==> src/rtl/llas_pkg.sv <==
// Shared constants and types for the life-like automaton step unit.
// No dependencies; imported by every module under rtl/.
package llas_pkg;

	localparam int MAX_COLS = 64;
	localparam int MAX_ROWS = 64;
	localparam int ROW_IW   = $clog2(MAX_ROWS);
	localparam int DIM_W    = 7;
	localparam int MASK_W   = 9;
	localparam int CNT_W    = 4;
	localparam int IDX_W    = 2;

	localparam logic [1:0] FUNC_WRITE   = 2'd0;
	localparam logic [1:0] FUNC_ADVANCE = 2'd1;
	localparam logic [1:0] FUNC_READ    = 2'd2;

	localparam logic [IDX_W-1:0] REG_WIDTH   = 2'd0;
	localparam logic [IDX_W-1:0] REG_HEIGHT  = 2'd1;
	localparam logic [IDX_W-1:0] REG_BIRTH   = 2'd2;
	localparam logic [IDX_W-1:0] REG_SURVIVE = 2'd3;

	typedef logic [MAX_COLS-1:0] row_t;

	typedef struct packed {
		logic [MASK_W-1:0] birth;
		logic [MASK_W-1:0] survive;
	} rule_cfg_t;

endpackage

==> src/rtl/llas_row_rule.sv <==
// Next-generation row from three old rows: per-column neighbor count and mask lookup.
// Depends on llas_pkg. Rows arrive with out-of-grid bits already cleared.
module llas_row_rule
	import llas_pkg::*;
(
	input  row_t      above,
	input  row_t      mid,
	input  row_t      below,
	input  rule_cfg_t rule_cfg,
	output row_t      next_row
);

	logic [MAX_COLS+1:0] above_p, mid_p, below_p;
	logic [CNT_W-1:0]    cnt [MAX_COLS];

	assign above_p = {1'b0, above, 1'b0};
	assign mid_p   = {1'b0, mid, 1'b0};
	assign below_p = {1'b0, below, 1'b0};

	always_comb begin
		for (int c = 0; c < MAX_COLS; c++) begin
			cnt[c] = CNT_W'(above_p[c]) + CNT_W'(above_p[c+1]) + CNT_W'(above_p[c+2])
				+ CNT_W'(mid_p[c]) + CNT_W'(mid_p[c+2])
				+ CNT_W'(below_p[c]) + CNT_W'(below_p[c+1]) + CNT_W'(below_p[c+2]);
			next_row[c] = mid[c] ? rule_cfg.survive[cnt[c]] : rule_cfg.birth[cnt[c]];
		end
	end

endmodule

==> config.mk <==
export PLATFORM = sky130hd
export DESIGN_NAME = llas_row_rule
export DESIGN_NICKNAME = d
export VERILOG_FILES = /design/src/rtl/llas_pkg.sv /design/src/rtl/llas_row_rule.sv
export SDC_FILE = /design/constraint.sdc
export NUM_CORES = 1
export LEC_CHECK = 0
export BUFFER_PORTS_ARGS = -buffer_cell sky130_fd_sc_hd__buf_2
export CORE_MARGIN = 8
export CORE_UTILIZATION = 55
export DETAILED_ROUTE_END_ITERATION = 7
export PLACE_DENSITY = 0.77
export REMOVE_ABC_BUFFERS = 1
export SYNTH_ARGS = -nofsm -noshare
export SYNTH_HDL_FRONTEND = slang
export SYNTH_SLANG_ARGS = --single-unit
==> constraint.sdc <==
create_clock -name vclk -period 11.5
set_clock_uncertainty 0.15 [all_clocks]
set_input_delay 0.575 -clock vclk [all_inputs]
set_output_delay 0.575 -clock vclk [all_outputs]
set_load 0.01 [all_outputs]
==> impl_metrics.env <==
export IMPL_start_util=0.556
export IMPL_drc=0
export IMPL_report_final_slew_viol_count=0
export IMPL_grt_first_pass_wirelength_um=91800
export IMPL_cp_arrival_ps=4450
export IMPL_dieArea_um2=43100
export IMPL_netlist_instances=1899
export IMPL_power_leakage_nw=10.6
export IMPL_hold_path_class="primary input to primary output"
export IMPL_end_kind="primary output"
export IMPL_synthToLayoutAreaGrowth_pct=6.60
export IMPL_cts_resized=0
export IMPL_portBuffers=274
export IMPL_ioPinCount=274
export IMPL_critical_path_startpoint="mid[42]"
export IMPL_regArea_um2=0
export IMPL_dp_cells=2477
export IMPL_antenna_found_initial=6
export IMPL_num_rows=70
export IMPL_drive_above_1_share=0.329
export IMPL_run_status="finished clean"
export IMPL_fillers=2928
export IMPL_nets=2661
export IMPL_hold_path_startpoint="mid[0]"
export IMPL_start_kind="primary input"
export IMPL_clkPwrFrac=0
export IMPL_crit_family="adder cells"
export IMPL_worst_slew_pin_slew_ps=980
export IMPL_nFlopsAndLatches=0
export IMPL_overflow=0
export IMPL_timing_final_crit_share=0.450
export IMPL_n_clock_buffer=0
export IMPL_hold_depth=3
export IMPL_crit_path_top_delay_cell="fa_1"
export IMPL_ys_seq_area_frac=0
export IMPL_wire_per_inst_um=22.9
export IMPL_cts_hold_buffers=0
export IMPL_cp_max_fo=5
export IMPL_post_cts_buffers=0
export IMPL_fmax_mhz=193
export IMPL_stdcell_count=2480
export IMPL_critical_path_required_ps=10780
export IMPL_ant_nets=0
export IMPL_slew_headroom=0.347
export IMPL_worstSetupPathType="primary input to primary output"
export IMPL_powerDensity_nw_per_um2=151
export IMPL_hold_violations=0
export IMPL_setup_viol=0
export IMPL_hold_path_endpoint="next_row[0]"
export IMPL_die_x_um=208
export IMPL_dp_hpwl_um=38600
export IMPL_vias_per_cell=6.40
export IMPL_crit_chain="buf_2 -> inv_1 -> fa_1 -> fa_1 -> fa_1 -> inv_1 -> ha_1 -> fa_1 -> mux4_2 -> mux2_2 -> a21o_1 -> a311o_1 -> buf_2"
export IMPL_multi_input_area_um2=17800
export IMPL_yosysUniqueCellTypes=28
export IMPL_drv_cap=0
export IMPL_rsz0062_at_grt="false"
export IMPL_crit_buf_inv=4
export IMPL_internal_power_mw=1.75
export IMPL_crit_top_cell="fa_1"
export IMPL_vias=15900
export IMPL_grt_max_degree=65
export IMPL_routabilityCongestion=0.887
export IMPL_synth_area_um2=20200
export IMPL_yosys_warnings=0
export IMPL_core_area_um2=36300
export IMPL_dr_pass1_iters=5
export IMPL_pwr_share_seq=0
export IMPL_tns_ps=0
export IMPL_netSwitchingFraction=0.462
export IMPL_grt_total_usage=0.261
export IMPL_ir_worst_vdd_uv=94.2
export IMPL_fin_crit_ps=5180
export IMPL_syn_area_per_cell_um2=10.6
export IMPL_chipHeight_um=208
export IMPL_slowest_delay_ps=600
export IMPL_wl_um=56700
export IMPL_p_sw_mw=1.50
export IMPL_grt_pass1_vias=17800
export IMPL_pwr_share_comb=1.000
export IMPL_detail_route_iter0_violations=1203
## cell type report
class                           count  area share
Antenna cell                        3    0.000349
Inverter                          442      0.0771
Multi-Input combinational cell   1275       0.825
Tap cell                          468      0.0272
Timing Repair Buffer              292      0.0700
## cell usage after synthesis (8+ instances only)
master	instances	share of area
ha_1	188	0.12
clkbuf_1	158	0.029
inv_1	442	0.082
nand3_1	54	0.013
nand2_1	116	0.022
mux2i_1	12	0.0059
fa_1	252	0.25
nor2_1	57	0.011
mux2_2	64	0.036
buf_2	13	0.0032
mux4_2	305	0.34
a21oi_1	14	0.0035
a21o_1	58	0.022
o21ai_1	54	0.013
mux4_1	8	0.010
xor2_1	55	0.024
## cell usage in the layout (no fill, tap or decap), types with 7 or more instances in the layout
cell type    n
o21ai_1     54
a21oi_1     14
mux4_1       8
buf_2      274
fa_1       252
nand3_1     54
mux4_2     305
mux2i_1     12
xor2_1      55
inv_1      442
buf_4       18
nor2_1      57
nand2_1    116
ha_1       188
mux2_2      64
nor4_1       7
a21o_1      58
## how the worst max path moves through the flow
stage,slack [ps],endpoint,cells after the start
after detailed placement,6330,next_row[43],13
final,6320,next_row[43],13
after CTS,6340,next_row[43],13
after global placement,6440,next_row[43],13
after floorplan,6810,next_row[42],11
after global routing,6210,next_row[9],13
## routing by layer
layer | GRT usage | vias to the layer above | part of all wire
met3 | 0.0500 | 168 | 0.11
met1 | 0.334 | 7919 | 0.37
met5 | 0 | - | 0.00083
li1 | - | 6767 | -
met4 | 0.0744 | 8 | 0.027
met2 | 0.447 | 1018 | 0.50
## power by group through the flow
stage	logic [mW]	clock network, mW	registers [mW]
2_1_floorplan	2.52	0	0
4_1_cts	3.26	0	0
5_1_grt	3.56	0.0000000233	0
6_report	3.26	0.0000000350	0
3_5_place_dp	3.24	0	0
3_3_place_gp	3.10	0	0
## kinds of logic after synthesis
| kind of cell | synth area share |
|---|---|
| buf+inv | 0.120 |
| fa+ha+maj | 0.366 |
| mux | 0.392 |
| simple gates | 0.0545 |
| compound gates | 0.0429 |
| xor+xnor | 0.0239 |
## worst min-delay path: stages
cell,delay (ps)
buf_2,120
mux4_2,240
buf_2,140
## per-stage QoR
step           hold slack [ps]  cell area [um^2]   util  worst slack [ps]  power, mW
2_1_floorplan             1230             19400      -              6810       2.52
3_3_place_gp              1500             21500  0.592              6440       3.10
3_5_place_dp              1490             21500  0.592              6330       3.24
4_1_cts                   1500             21500  0.592              6340       3.26
5_1_grt                   1520             21500  0.592              6210       3.56
6_report                  1500             21500  0.592              6320       3.26
(Power assumes the default switching activity.)
