File: config.mk
export PLATFORM = sky130hd
export DESIGN_NAME = llas_row_cell
export DESIGN_NICKNAME = d
export VERILOG_FILES = /design/src/rtl/llas_pkg.sv /design/src/rtl/llas_row_cell.sv
export SDC_FILE = /design/constraint.sdc
export NUM_CORES = 1
export LEC_CHECK = 0
export ABC_AREA = 1
export ABC_CLOCK_PERIOD_IN_PS = 2000
export BUFFER_PORTS_ARGS = -buffer_cell sky130_fd_sc_hd__buf_2
export CAP_MARGIN = 5
export CORE_UTILIZATION = 48
export DETAILED_ROUTE_END_ITERATION = 6
export PLACE_DENSITY = 0.92
export RECOVER_POWER = 25
export SLEW_MARGIN = 20
export SYNTH_ARGS = -nofsm -noshare
export SYNTH_HDL_FRONTEND = slang
export SYNTH_SLANG_ARGS = --single-unit
File: constraint.sdc
create_clock -name clk -period 2 [get_ports clk]
set_clock_uncertainty 0.1 [all_clocks]
set_input_delay 0.4 -clock clk [delete_from_list [all_inputs] [get_ports clk]]
set_output_delay 0.4 -clock clk [all_outputs]
set_load 0.005 [all_outputs]
File: src/rtl/llas_pkg.sv
// Shared constants and types for the life-like automaton step unit.
// No dependencies; imported by every module under rtl/.
package llas_pkg;

	localparam int MAX_COLS = 64;
	localparam int MAX_ROWS = 64;
	localparam int ROW_IW   = $clog2(MAX_ROWS);
	localparam int DIM_W    = 7;
	localparam int MASK_W   = 9;
	localparam int CNT_W    = 4;
	localparam int IDX_W    = 2;

	localparam logic [1:0] FUNC_WRITE   = 2'd0;
	localparam logic [1:0] FUNC_ADVANCE = 2'd1;
	localparam logic [1:0] FUNC_READ    = 2'd2;

	localparam logic [IDX_W-1:0] REG_WIDTH   = 2'd0;
	localparam logic [IDX_W-1:0] REG_HEIGHT  = 2'd1;
	localparam logic [IDX_W-1:0] REG_BIRTH   = 2'd2;
	localparam logic [IDX_W-1:0] REG_SURVIVE = 2'd3;

	typedef logic [MAX_COLS-1:0] row_t;

	typedef struct packed {
		logic [MASK_W-1:0] birth;
		logic [MASK_W-1:0] survive;
	} rule_cfg_t;

endpackage

File: src/rtl/llas_row_cell.sv
// One cell of the row chain: holds one board row, takes its neighbor's row on shift.
// Depends on llas_pkg.
module llas_row_cell
	import llas_pkg::*;
(
	input  logic clk,
	input  logic arst_n,
	input  logic shift_en,
	input  row_t row_in,
	output row_t row_out
);

	row_t row_q;

	always_ff @(posedge clk or negedge arst_n) begin
		if (!arst_n) begin
			row_q <= '0;
		end else if (shift_en) begin
			row_q <= row_in;
		end
	end

	assign row_out = row_q;

endmodule

==> flow_metrics.tcl, run 1 <==
set metrics [dict create \
    status "finished clean" \
    antenna_found_initial 0 \
    syn_nets 337 \
    busiest_layer "met2" \
    vdd_ir_drop_max_mv 0.471 \
    arrival_ps 1580 \
    dr.pass1.iters 4 \
    tns_ps 0 \
    detail-route-antenna-nets 0 \
    p_per_area_nw_per_um2 841 \
    worstHoldPathType "input port to flop" \
    drt_iter0_drc 90 \
    min_to "row_out[56]$_DFFE_PN0P_" \
    grt_max_degree 65 \
    gp_congestion 0.744 \
    grt_pass1_wl_um 8400 \
    htreeDepth 3 \
    report.final.setup_viol 0 \
    clock_latency_ps 320 \
    largest_register_ffs 64 \
    final_cell_mix "nand2_1, buf_2, dfrtp_1, clkbuf_8, clkbuf_1" \
    synthCells 270 \
    num_vias 2147 \
    portBuffers 130 \
    hold_path.startpoint "row_in[56]" \
    slew_viol_final 0 \
    hold_viol 0 \
    area_growth_pct 33.5 \
    grt_setup_unrepaired "no" \
    start_util_pct 50.8 \
    use_met3_pct 4.39 \
    fmax_ghz 0.674 \
    worstSetupPathType "input port to flop" \
    cts-root-buf "clkbuf_8" \
    reg2reg_from "row_out[4]$_DFFE_PN0P_" \
    seq_area_frac_synth_pct 65.5 \
    synth_area_per_cell_um2 9.06 \
    cts_buffers 9 \
    die_y_um 73.4 \
    clock-sinks 64 \
    power.total_w 0.00275 \
    mostFrequentLayoutCell "nand2_1" \
    core_um2 4820 \
    final_util_pct 67.8 \
    overflow 0 \
    dp_hpwl_um 3740 \
    wl_um 5370 \
    rr_endpoint "row_out[4]$_DFFE_PN0P_" \
    whs_path_depth 3 \
    crit_required_ps 2100 \
    fin_crit_ps 1480 \
    met1_usage_pct 23.9 \
    routedWlPerCell_um 11.3 \
    max_slew.worst_pin.slew_ps 879 \
    ys_warn_count 0 \
    max-clock-path-buffers 2 \
    ys_types 6 \
    r2r_slack_ps 1270 \
    cap_violations 0 \
    nNetsFinal 470 \
    track_usage_pct 20.6 \
    antenna_cells 0 \
    die_w_um 73.4 \
    grt_pass1_vias 1972 \
    clkTransAtPathRegs_ps 70 \
    fp-row-count 25 \
    startpoint_type "input port" \
    fillers 414 \
    vias_per_cell 4.54 \
    fin_crit_sh_pct 74.2 \
    ys_ff_latch 64 \
    io_pins 131 \
    netlist_area_um2 2450 \
    r2r_cells 2 \
    leakage_nw 1.98 \
    drc_errors 0 \
    relSlewSlack_pct 41.4 \
    met2_usage_pct 36.9 \
    dieArea_um2 5390 \
    crit_fanout 63 \
    endpoint_kind "flop" \
    drive_above_1_share_pct 35.7 \
    cts_tree "built" \
]
[area by class of cell]
class	instances	area, µm²	share of cell area (%)
inverter	1	3.75	0.115
sequential	64	1600	49.0
clock inverter	1	5.00	0.153
clock buffer	13	149	4.56
multi-input combinational	192	721	22.1
timing repair buffer	135	702	21.5
tap	67	83.8	2.57
[worst max-delay path: stages]
cell and delay (ps):
clkbuf_1 640, inv_2 120, buf_12 220, nand2_1 100, nand2_1 50
[how the worst max path moves through the flow]
stage,from,end,slack [ps]
2_1_floorplan,shift_en,row_out[10]$_DFFE_PN0P_,990
3_3_place_gp,shift_en,row_out[42]$_DFFE_PN0P_,630
3_5_place_dp,shift_en,row_out[60]$_DFFE_PN0P_,560
4_1_cts,row_out[57]$_DFFE_PN0P_,row_out[57],650
5_1_grt,arst_n,row_out[20]$_DFFE_PN0P_,330
6_report,shift_en,row_out[50]$_DFFE_PN0P_,520
[metal layers]
layer	vias up	routed length (µm)
li1	1070	-
met1	993	2390
met2	80	2660
met3	4	285
met4	0	33
met5	-	0
[report_power, final]
group          total, W  leakage, nW  switching, W  internal, W
logic          0.000375         1.12      0.000197     0.000179
clock network  0.000900       0.0794      0.000430     0.000470
registers       0.00147        0.779     0.0000619      0.00141
[cells by family (layout without fill, tap and decap cells)]
group / count (synthesis) / after routing / share of synthesized area (%)
DFF: 64 / 64 / 65.5
buffers and inverters: 14 / 150 / 5.06
and+or+nand+nor: 192 / 192 / 29.5
[metrics by stage]
stage	area (µm²)	hold slack, ps	cells	setup slack (ps)
3_3_place_gp	3120	332	458	626
4_1_cts	3280	166	473	645
3_5_place_dp	3120	339	458	562
6_report	3270	180	473	516
2_1_floorplan	2450	4.41	270	991
5_1_grt	3270	182	473	327
[repair_timing]
action / 4_1_cts / 5_1_grt
hold buffers: 1 / 0
gates resized for setup: 0 / 0
setup buffers: 0 / 0
hold endpoints to repair: 8 / 0
[synth_stat cells, drive strengths merged]
library cell,n,share of area (%)
nand2,192,29
clkbuf,6,3.4
dfrtp,64,65
buf,7,1.5
inv,1,0.15
Power figures use the tool's default switching activity.
==> run 2: changes to the inputs <==
Settings changed: ABC_CLOCK_PERIOD_IN_PS 2000 to 1300, CORE_UTILIZATION 48 to 40, PLACE_DENSITY 0.92 to 0.82.
Clock period 2 ns to 1.3 ns, I/O delays scaled along.
==> run 2 against run 1 <==
Effect of this change:
- cell count rose by 2.5%
- critical path depth fell by 4
- combinational power rose by 53%
- via count fell by 1.6%
- count of clock-buffer cells in the layout fell by 1
- utilization fell by 12 points
- critical endpoint is now row_out[12]
- largest cell class unchanged
==> flow_metrics.tcl, run 2 (same netlist as run 1, synthesis figures left out) <==
set metrics [dict create \
    clkTransAtPathRegs_ps 70 \
    max_slew.worst_pin.slew_ps 636 \
    cap_violations 0 \
    vdd_ir_drop_max_mv 0.841 \
    leakage_nw 1.99 \
    track_usage_pct 16.6 \
    clock-sinks 64 \
    r2r_cells 2 \
    p_per_area_nw_per_um2 1300 \
    hold_viol 0 \
    cp.depth 1 \
    relSlewSlack_pct 57.6 \
    startpoint_type "flop" \
    die_w_um 80.2 \
    grt_pass1_wl_um 8120 \
    ctsResizeCount 0 \
    fin_crit_sh_pct 92.7 \
    portBuffers 130 \
    io_pins 131 \
    path_cells "buf_2" \
    htreeDepth 3 \
    rr_endpoint "row_out[38]$_DFFE_PN0P_" \
    detail-route-antenna-nets 0 \
    fin_crit_ps 1200 \
    fmax_ghz 0.830 \
    gp_congestion 0.729 \
    crit_buf_inv 1 \
    worstSetupPathType "flop to output pin" \
    grt_pass1_vias 1880 \
    tns_ps 0 \
    max-clock-path-buffers 2 \
    overflow 0 \
    cts-root-buf "clkbuf_8" \
    cp_slowest_cell "dfrtp_1" \
    crit_fanout 2 \
    crit_end "row_out[12]" \
    wl_um 5180 \
    reg2reg_from "row_out[38]$_DFFE_PN0P_" \
    max_stage_delay_ps 390 \
    postCtsHoldBufs 1 \
    routedWlPerCell_um 10.7 \
    dp_hpwl_um 3700 \
    antenna_found_initial 0 \
    r2r_slack_ps 560 \
    status "finished clean" \
    dieArea_um2 6430 \
    report.final.setup_viol 0 \
    cts_tree "built" \
    drive_above_1_share_pct 36.3 \
    final_cell_mix "nand2_1, buf_2, dfrtp_1, clkbuf_8, buf_4" \
    cpLargestDelayFamily "flip-flops" \
    core_um2 5920 \
    fin_worst_hold_slack_ps 27.7 \
    drt_iter0_drc 54 \
    dr.pass1.iters 4 \
    start_util_pct 41.3 \
    worstHoldPathType "input port to flop" \
    crit_required_ps 940 \
    grt_setup_unrepaired "no" \
    grt_max_degree 65 \
    die_y_um 80.2 \
    arrival_ps 840 \
    hold_path.startpoint "row_in[9]" \
    post_cts_buffers 0 \
    endpoint_kind "output pin" \
    nNetsFinal 472 \
    largest_register_ffs 64 \
    vias_per_cell 4.35 \
    drc_errors 0 \
    mostFrequentLayoutCell "nand2_1" \
    clock_latency_ps 330 \
    cp-startpoint "row_out[12]$_DFFE_PN0P_" \
    antenna_cells 0 \
    slew_viol_final 0 \
    fp-row-count 28 \
    num_vias 2112 \
    cts_buffers 9 \
    area_growth_pct 34.5 \
]
[run 2: cell count changes in the layout (fill, tap and decap cells not counted), sizes merged]
cell / previous run / this run
buf: 132 / 134
clkbuf: 15 / 14
clkinv: 1 / 5
inv: 1 / 0
[run 2: stage by stage]
stage	instances	total power [W]	instance area, µm²	setup slack (ps)	util [%]
detailed placement	468	0.00288	3130	250	52.8
global placement	468	0.00286	3130	282	52.8
floorplan	270	0.00253	2450	431	-
finish	485	0.00426	3290	95.4	55.6
global route	485	0.00452	3290	52.3	55.6
CTS	485	0.00435	3300	68.8	55.8
[run 2: worst min-delay path, stage by stage]
cell     delay [ps]
buf_2            70
nand2_1          40
nand2_1          50
[run 2: how the worst min path moves through the flow]
stage / end / slack [ps] / cells after the start
3_3_place_gp: row_out[32]$_DFFE_PN0P_ / 200 / 2
6_report: row_out[9]$_DFFE_PN0P_ / 30 / 3
3_5_place_dp: row_out[32]$_DFFE_PN0P_ / 220 / 2
2_1_floorplan: row_out[0]$_DFFE_PN0P_ / -140 / 0
4_1_cts: row_out[37]$_DFFE_PN0P_ / 9 / 3
5_1_grt: row_out[12]$_DFFE_PN0P_ / 20 / 3
[run 2: where the power goes]
group | internal, W | switching (W) | total (W)
combinational | 0.000275 | 0.000298 | 0.000573
clock | 0.000732 | 0.000698 | 0.00143
sequential | 0.00217 | 0.0000894 | 0.00226
total | 0.00317 | 0.00109 | 0.00426
[run 2: layer usage]
metal  part of all wire, %  global-route usage [%]  wire, µm  up-vias
met1                    45                    20.6      2310      944
met3                   8.7                    6.82       452        6
met5                     0                       0         0        -
met2                    46                    26.0      2360       84
li1                      -                       -         -     1078
met4                   1.1                    5.89        55        0
[run 2: cell type report]
class | count | area [µm²]
fill | 577 | 2630
multi-input combinational | 192 | 721
sequential | 64 | 1600
timing repair buffer | 137 | 704
inverter | 1 | 3.75
clock inverter | 4 | 20.0
tap | 75 | 93.8
clock buffer | 12 | 145
